==> src/keyed_record_table_macros.svh <==
// Assertion macros for the keyed record table.
`ifndef KEYED_RECORD_TABLE_MACROS_SVH
`define KEYED_RECORD_TABLE_MACROS_SVH

// Same-cycle implication, checked at every rising edge out of reset.
`define KRT_ASSERT_NOW(label, clk, rst, ante, cons, msg) \
   label: assert property (@(posedge clk) disable iff (rst) (ante) |-> (cons)) \
      else $error(msg);

// Next-cycle implication, checked at every rising edge out of reset.
`define KRT_ASSERT_NEXT(label, clk, rst, ante, cons, msg) \
   label: assert property (@(posedge clk) disable iff (rst) (ante) |=> (cons)) \
      else $error(msg);

`endif

==> src/krt_pkg.sv <==
// Types and constants shared by the keyed record table.
package krt_pkg;

   localparam int SLOTS_DEF = 32;
   localparam int KEY_W     = 16;
   localparam int AGE_W     = 8;
   localparam int DIGITS_W  = 44;
   localparam int SLOT_W    = 5;
   localparam int STATUS_W  = 2;

   typedef enum logic {
      REQ_INSERT = 1'b0,
      REQ_LOOKUP = 1'b1
   } req_kind_type;

   typedef enum logic [STATUS_W-1:0] {
      ST_INSERTED  = 2'd0,
      ST_FULL      = 2'd1,
      ST_FOUND     = 2'd2,
      ST_NOT_FOUND = 2'd3
   } status_type;

endpackage

==> src/keyed_record_table.sv <==
// Keyed record table: content-addressable store of key, age and ID digits.
//
// Input channel: a request beat (req_type, req_key, req_age, req_id_digits)
// is taken at each rising edge with start high and busy low. busy is held
// low, so one beat can be taken every cycle.
// req_type selects insert (record goes to the lowest free slot) or lookup
// (record in the lowest slot holding a nonzero matching key comes back).
// Result channel: every request yields exactly one result beat, shown on
// the rsp_ ports for one cycle with rsp_valid high. The receiver cannot
// stall; results must be taken as they appear.
// Pipeline: the request is registered, then one pass of parallel key compare
// and priority encode over all slots updates the table and loads the
// result register, which drives rsp_valid and the rsp_ ports. Throughput
// is one request per cycle, set by that single compare-and-encode pass;
// a request sees the table as left by the one before it.
// Reset (synchronous, active high) frees every slot and drops any request
// or result in flight. Ages and digits are not cleared.
`include "keyed_record_table_macros.svh"

module keyed_record_table #(
   parameter int SLOTS = krt_pkg::SLOTS_DEF
) (
   input  logic                          clock,
   input  logic                          reset,
   input  logic                          start,
   output logic                          busy,
   input  logic                          req_type,
   input  logic [krt_pkg::KEY_W-1:0]     req_key,
   input  logic [krt_pkg::AGE_W-1:0]     req_age,
   input  logic [krt_pkg::DIGITS_W-1:0]  req_id_digits,
   output logic                          rsp_valid,
   output logic [krt_pkg::STATUS_W-1:0]  rsp_status,
   output logic [krt_pkg::SLOT_W-1:0]    rsp_slot,
   output logic [krt_pkg::AGE_W-1:0]     rsp_found_age,
   output logic [krt_pkg::DIGITS_W-1:0]  rsp_found_digits
);
   import krt_pkg::*;

   localparam int IDX_W = (SLOTS > 1) ? $clog2(SLOTS) : 1;

   // request register
   logic                req_valid_ff;
   req_kind_type        req_kind_ff;
   logic [KEY_W-1:0]    req_key_ff;
   logic [AGE_W-1:0]    req_age_ff;
   logic [DIGITS_W-1:0] req_digits_ff;

   // table
   logic [KEY_W-1:0]    slot_key_ff    [SLOTS];
   logic [AGE_W-1:0]    slot_age_ff    [SLOTS];
   logic [DIGITS_W-1:0] slot_digits_ff [SLOTS];

   // result register
   logic                rsp_valid_ff;
   status_type          rsp_status_ff;
   logic [SLOT_W-1:0]   rsp_slot_ff;
   logic [AGE_W-1:0]    rsp_age_ff;
   logic [DIGITS_W-1:0] rsp_digits_ff;

   logic [SLOTS-1:0]    free_vec;
   logic [SLOTS-1:0]    match_vec;
   logic [IDX_W-1:0]    free_idx;
   logic [IDX_W-1:0]    match_idx;
   logic                any_free;
   logic                any_match;
   logic                do_write;
   logic                do_read;
   status_type          status_in;
   logic [SLOT_W-1:0]   slot_in;

   assign busy = 1'b0;

   always_ff @(posedge clock) begin
      if (reset) begin
         req_valid_ff <= 1'b0;
      end else begin
         req_valid_ff <= start && !busy;
      end
      if (start && !busy) begin
         req_kind_ff   <= req_kind_type'(req_type);
         req_key_ff    <= req_key;
         req_age_ff    <= req_age;
         req_digits_ff <= req_id_digits;
      end
   end

   // parallel compare against every slot
   always_comb begin
      for (int i = 0; i < SLOTS; i++) begin
         free_vec[i]  = (slot_key_ff[i] == '0);
         match_vec[i] = (slot_key_ff[i] == req_key_ff) && (req_key_ff != '0);
      end
   end

   // lowest set bit wins: scan from the top so the lowest index is left
   always_comb begin
      free_idx  = '0;
      match_idx = '0;
      for (int i = SLOTS - 1; i >= 0; i--) begin
         if (free_vec[i]) begin
            free_idx = IDX_W'(i);
         end
         if (match_vec[i]) begin
            match_idx = IDX_W'(i);
         end
      end
   end

   assign any_free  = |free_vec;
   assign any_match = |match_vec;
   assign do_write  = req_valid_ff && (req_kind_ff == REQ_INSERT) && any_free;
   assign do_read   = req_valid_ff && (req_kind_ff == REQ_LOOKUP) && any_match;

   always_comb begin
      status_in = ST_NOT_FOUND;
      slot_in   = '0;
      if (req_kind_ff == REQ_INSERT) begin
         if (any_free) begin
            status_in = ST_INSERTED;
            slot_in   = SLOT_W'(free_idx);
         end else begin
            status_in = ST_FULL;
         end
      end else if (any_match) begin
         status_in = ST_FOUND;
         slot_in   = SLOT_W'(match_idx);
      end
   end

   // keys reset to free; a key-zero insert writes its record yet leaves the slot free
   always_ff @(posedge clock) begin
      if (reset) begin
         for (int i = 0; i < SLOTS; i++) begin
            slot_key_ff[i] <= '0;
         end
      end else if (do_write) begin
         slot_key_ff[free_idx] <= req_key_ff;
      end
   end

   always_ff @(posedge clock) begin
      if (do_write) begin
         slot_age_ff[free_idx]    <= req_age_ff;
         slot_digits_ff[free_idx] <= req_digits_ff;
      end
   end

   always_ff @(posedge clock) begin
      if (reset) begin
         rsp_valid_ff <= 1'b0;
      end else begin
         rsp_valid_ff <= req_valid_ff;
      end
      if (req_valid_ff) begin
         rsp_status_ff <= status_in;
         rsp_slot_ff   <= slot_in;
         rsp_age_ff    <= do_read ? slot_age_ff[match_idx] : '0;
         rsp_digits_ff <= do_read ? slot_digits_ff[match_idx] : '0;
      end
   end

   assign rsp_valid        = rsp_valid_ff;
   assign rsp_status       = rsp_status_ff;
   assign rsp_slot         = rsp_slot_ff;
   assign rsp_found_age    = rsp_age_ff;
   assign rsp_found_digits = rsp_digits_ff;

   `KRT_ASSERT_NEXT(a_beat_gives_result, clock, reset, req_valid_ff, rsp_valid_ff,
                    "request beat produced no result beat")
   `KRT_ASSERT_NEXT(a_no_phantom_result, clock, reset, !req_valid_ff, !rsp_valid_ff,
                    "result beat without request")
   `KRT_ASSERT_NOW(a_miss_is_blank, clock, reset,
                   rsp_valid_ff && (rsp_status_ff != ST_FOUND),
                   (rsp_age_ff == '0) && (rsp_digits_ff == '0),
                   "record fields not zero on a miss")
   `KRT_ASSERT_NEXT(a_insert_lands, clock, reset, do_write,
                    slot_key_ff[$past(free_idx)] == $past(req_key_ff),
                    "inserted key not stored in chosen slot")

endmodule
==> config.mk <==
export PLATFORM = sky130hd
export DESIGN_NAME = keyed_record_table
export DESIGN_NICKNAME = d
export VERILOG_FILES = /design/src/krt_pkg.sv /design/src/keyed_record_table.sv
export VERILOG_INCLUDE_DIRS = /design/src /design/src/src
export SDC_FILE = /design/constraint.sdc
export NUM_CORES = 2
export LEC_CHECK = 0
export ABC_AREA = 1
export BUFFER_PORTS_ARGS = -buffer_cell sky130_fd_sc_hd__buf_2
export CAP_MARGIN = 20
export CORE_ASPECT_RATIO = 1.75
export CORE_MARGIN = 3
export CORE_UTILIZATION = 40
export DETAILED_ROUTE_END_ITERATION = 6
export HOLD_SLACK_MARGIN = 0.1
export PLACE_DENSITY_LB_ADDON = 0.1
export SYNTH_ARGS = -nofsm -noshare
export SYNTH_HDL_FRONTEND = slang
export SYNTH_SLANG_ARGS = --single-unit
==> constraint.sdc <==
create_clock -name clock -period 11.5 [get_ports clock]
set_clock_uncertainty 0.05 [all_clocks]
set_input_delay 1.15 -clock clock [delete_from_list [all_inputs] [get_ports clock]]
set_output_delay 1.15 -clock clock [all_outputs]
set_load 0.02 [all_outputs]
==> flow_metrics.env <==
export IMPL_status="complete, no violations"
export IMPL_cts_resized_gates=0
export IMPL_cpMostUsedCell="nand2_1"
export IMPL_htreeDepth=4
export IMPL_routed_wl_mm=347
export IMPL_ys_ff_latch=2306
export IMPL_hold_path_class="in -> reg"
export IMPL_syn_to_final_growth_pct=11.0
export IMPL_cts_made_buffers=222
export IMPL_ys_warn_count=0
export IMPL_grt_antenna_before_repair=9
export IMPL_arrival_ps=7970
export IMPL_mostFrequentLayoutCells="edfxtp_1 (2304), nand2_1 (2202), nand3_1 (1922)"
export IMPL_routed_via_density=5.69
export IMPL_clock_sinks=2306
export IMPL_max_stage_delay_ps=760
export IMPL_grt_max_degree=219
export IMPL_clock_latency_ps=900
export IMPL_core_area_um2=252000
export IMPL_fillers=23400
export IMPL_nets=9170
export IMPL_synth_area_um2=102000
export IMPL_place_area_um2=106000
export IMPL_final_period_utilization_pct=64.3
export IMPL_utilization_pct=44.7
export IMPL_track_usage_pct=26.0
export IMPL_cts_setup_buffers=0
export IMPL_register_area_um2=69200
export IMPL_hold_viol=0
export IMPL_drc_errors=0
export IMPL_synth_seq_area_share_pct=68.1
export IMPL_peakVddDrop_mv=0.120
export IMPL_synth_cells=9171
export IMPL_final_cell_area_um2=113000
export IMPL_slew_headroom_pct=21.0
export IMPL_drive_gt1_share_pct=8.52
export IMPL_p_leak_nw=40.9
export IMPL_setup_tns_ps=0
export IMPL_die_x_um=387
export IMPL_drtPass1Iterations=6
export IMPL_holdPathStages=1
export IMPL_cts_tree="yes"
export IMPL_die_area_um2=260000
export IMPL_grt_pass1_wl_mm=496
export IMPL_cpLargestDelayFamily="simple AND/OR/NAND/NOR gates"
export IMPL_die_h_um=673
export IMPL_wl_per_cell_um=27.6
export IMPL_pin_count=133
export IMPL_multi_input_area_um2=29300
export IMPL_synth_net_count=9243
export IMPL_clk_pin_slew_ps=70
export IMPL_synthArstFlopShare_pct=0
export IMPL_ant_nets=0
export IMPL_dp_hpwl_mm=185
export IMPL_crit_slowest_cell="nand2_8"
export IMPL_ys_types=44
export IMPL_maxCapViolations=0
export IMPL_vias=71700
export IMPL_rows=244
export IMPL_worstMarginPinSlew_ps=1180
export IMPL_required_ps=12070
export IMPL_initial_utilization_pct=40.3
export IMPL_cts_buffer_depth=4
export IMPL_setup_worst_path_class="reg -> reg"
export IMPL_synth_flop_cell="edfxtp_1"
export IMPL_path_depth=35
export IMPL_grt_overflow=0
export IMPL_fmax_mhz=135
export IMPL_final_common_cell="edfxtp_1"
export IMPL_place_congestion=0.890
export IMPL_root_buffer="clkbuf_16"
export IMPL_avgSynthCellArea_um2=11.1
export IMPL_period_needed_ps=7400
export IMPL_slew_violations=0
export IMPL_grt_setup_unrepaired="false"
export IMPL_synth_edf_count=2304
export IMPL_worstSetupEndpointType="register"
export IMPL_critPathBufInv=5
export IMPL_crit_fanout=104
export IMPL_startpoint_type="register"
export IMPL_setup_viol=0
export IMPL_io_buffers=131
export IMPL_grt_pass1_vias=70500
export IMPL_drt_iter0_drc=6379
export IMPL_power_density_nw_per_um2=156
export IMPL_r2r_cells=35
export IMPL_cts_hold_buf=0
==> area by class of cell <==
class / count / share of cell area, %
Timing Repair Buffer: 328 / 2.31
Sequential cell: 2306 / 61.4
Clock buffer: 263 / 5.08
Clock inverter: 134 / 1.10
Multi-Input combinational cell: 6104 / 26.0
Inverter: 136 / 0.479
Tap cell: 3321 / 3.68
Antenna cell: 2 / 0.00444
==> state kept, by name (all words and copies together), names as in the netlist <==
signal,count
slot_digits_ff,1408
slot_key_ff,512
slot_age_ff,256
req_digits_ff,44
rsp_found_digits,44
req_key_ff,16
req_age_ff,8
rsp_found_age,8
rsp_slot,5
rsp_status,2
req_kind_ff,1
req_valid_ff,1
rsp_valid,1
==> synth_stat cells (all sizes together) (2+ instances only) <==
master   instances  area (um2)
edfxtp        2304       69200
nand2         2209        8300
nand3         1922        9620
nor2           874        3280
clkbuf         317        1190
buf            308        1750
nor4           224        1400
xnor2          209        1840
nand4          173        1080
xor2           159        1390
inv            135         507
or2             93         582
a21oi           55         275
nor3            40         200
nor3b           34         255
and2            24         150
o21ai           21         105
o22ai           17         106
nand3b          15         113
and3            10        62.6
or4              7        52.6
a31oi            4        25.0
o2111ai          3        26.3
dfxtp            2        40.0
o21bai           2        15.0
o41ai            2        17.5
==> kinds of logic after synthesis <==
kind of cell / after synthesis / synth area share [%]
AND/OR/NAND/NOR: 5629 / 24.7
other: 1 / 0.00369
AO/OA/AOI/OAI: 106 / 0.577
buffers and inverters: 761 / 3.39
XOR/XNOR: 368 / 3.18
flip-flops: 2306 / 68.1
==> worst paths after layout <==
check | from | to | slack, ps
setup / recovery | req_key_ff[10]$_DFFE_PP_ | rsp_found_age[3]$_SDFFCE_PN0P_ | 4100
hold / removal | req_id_digits[10] | req_digits_ff[10]$_DFFE_PP_ | 380
setup reg to reg | req_key_ff[10]$_DFFE_PP_ | rsp_found_age[3]$_SDFFCE_PN0P_ | 4100
hold reg to reg | req_digits_ff[4]$_DFFE_PP_ | slot_digits_ff[8][4]$_DFFE_PP_ | 530
==> routing by layer <==
| layer | track usage, % | up-vias | routed length (um) |
|---|---|---|---|
| met5 | 0 | - | 0 |
| met1 | 30.8 | 36200 | 131000 |
| met2 | 46.9 | 2517 | 178000 |
| met4 | 12.8 | 0 | 19600 |
| li1 | - | 32200 | - |
| met3 | 2.82 | 761 | 18300 |
==> through the flow <==
step,total power (W),setup slack (ps),instances,hold WS (ps)
2_1_floorplan,0.0101,4870,9171,374
3_3_place_gp,0.0105,3930,12200,718
3_5_place_dp,0.0105,4130,12200,698
4_1_cts,0.0177,4090,12600,301
5_1_grt,0.0181,3630,12600,344
6_report,0.0176,4100,12600,380
==> power breakdown <==
| group | switching (W) | total [W] | internal (W) |
|---|---|---|---|
| Sequential | 0.000177 | 0.00956 | 0.00939 |
| Clock | 0.00324 | 0.00728 | 0.00404 |
| Combinational | 0.000524 | 0.000734 | 0.000210 |
==> worst register-to-register path: cells and delay by family (launching register included) <==
| kind | cells | cell delay [ps] |
|---|---|---|
| AND/OR/NAND/NOR | 30 | 4600 |
| flip-flops | 1 | 320 |
| buffers and inverters | 5 | 2170 |
(Power assumes the default switching activity.)
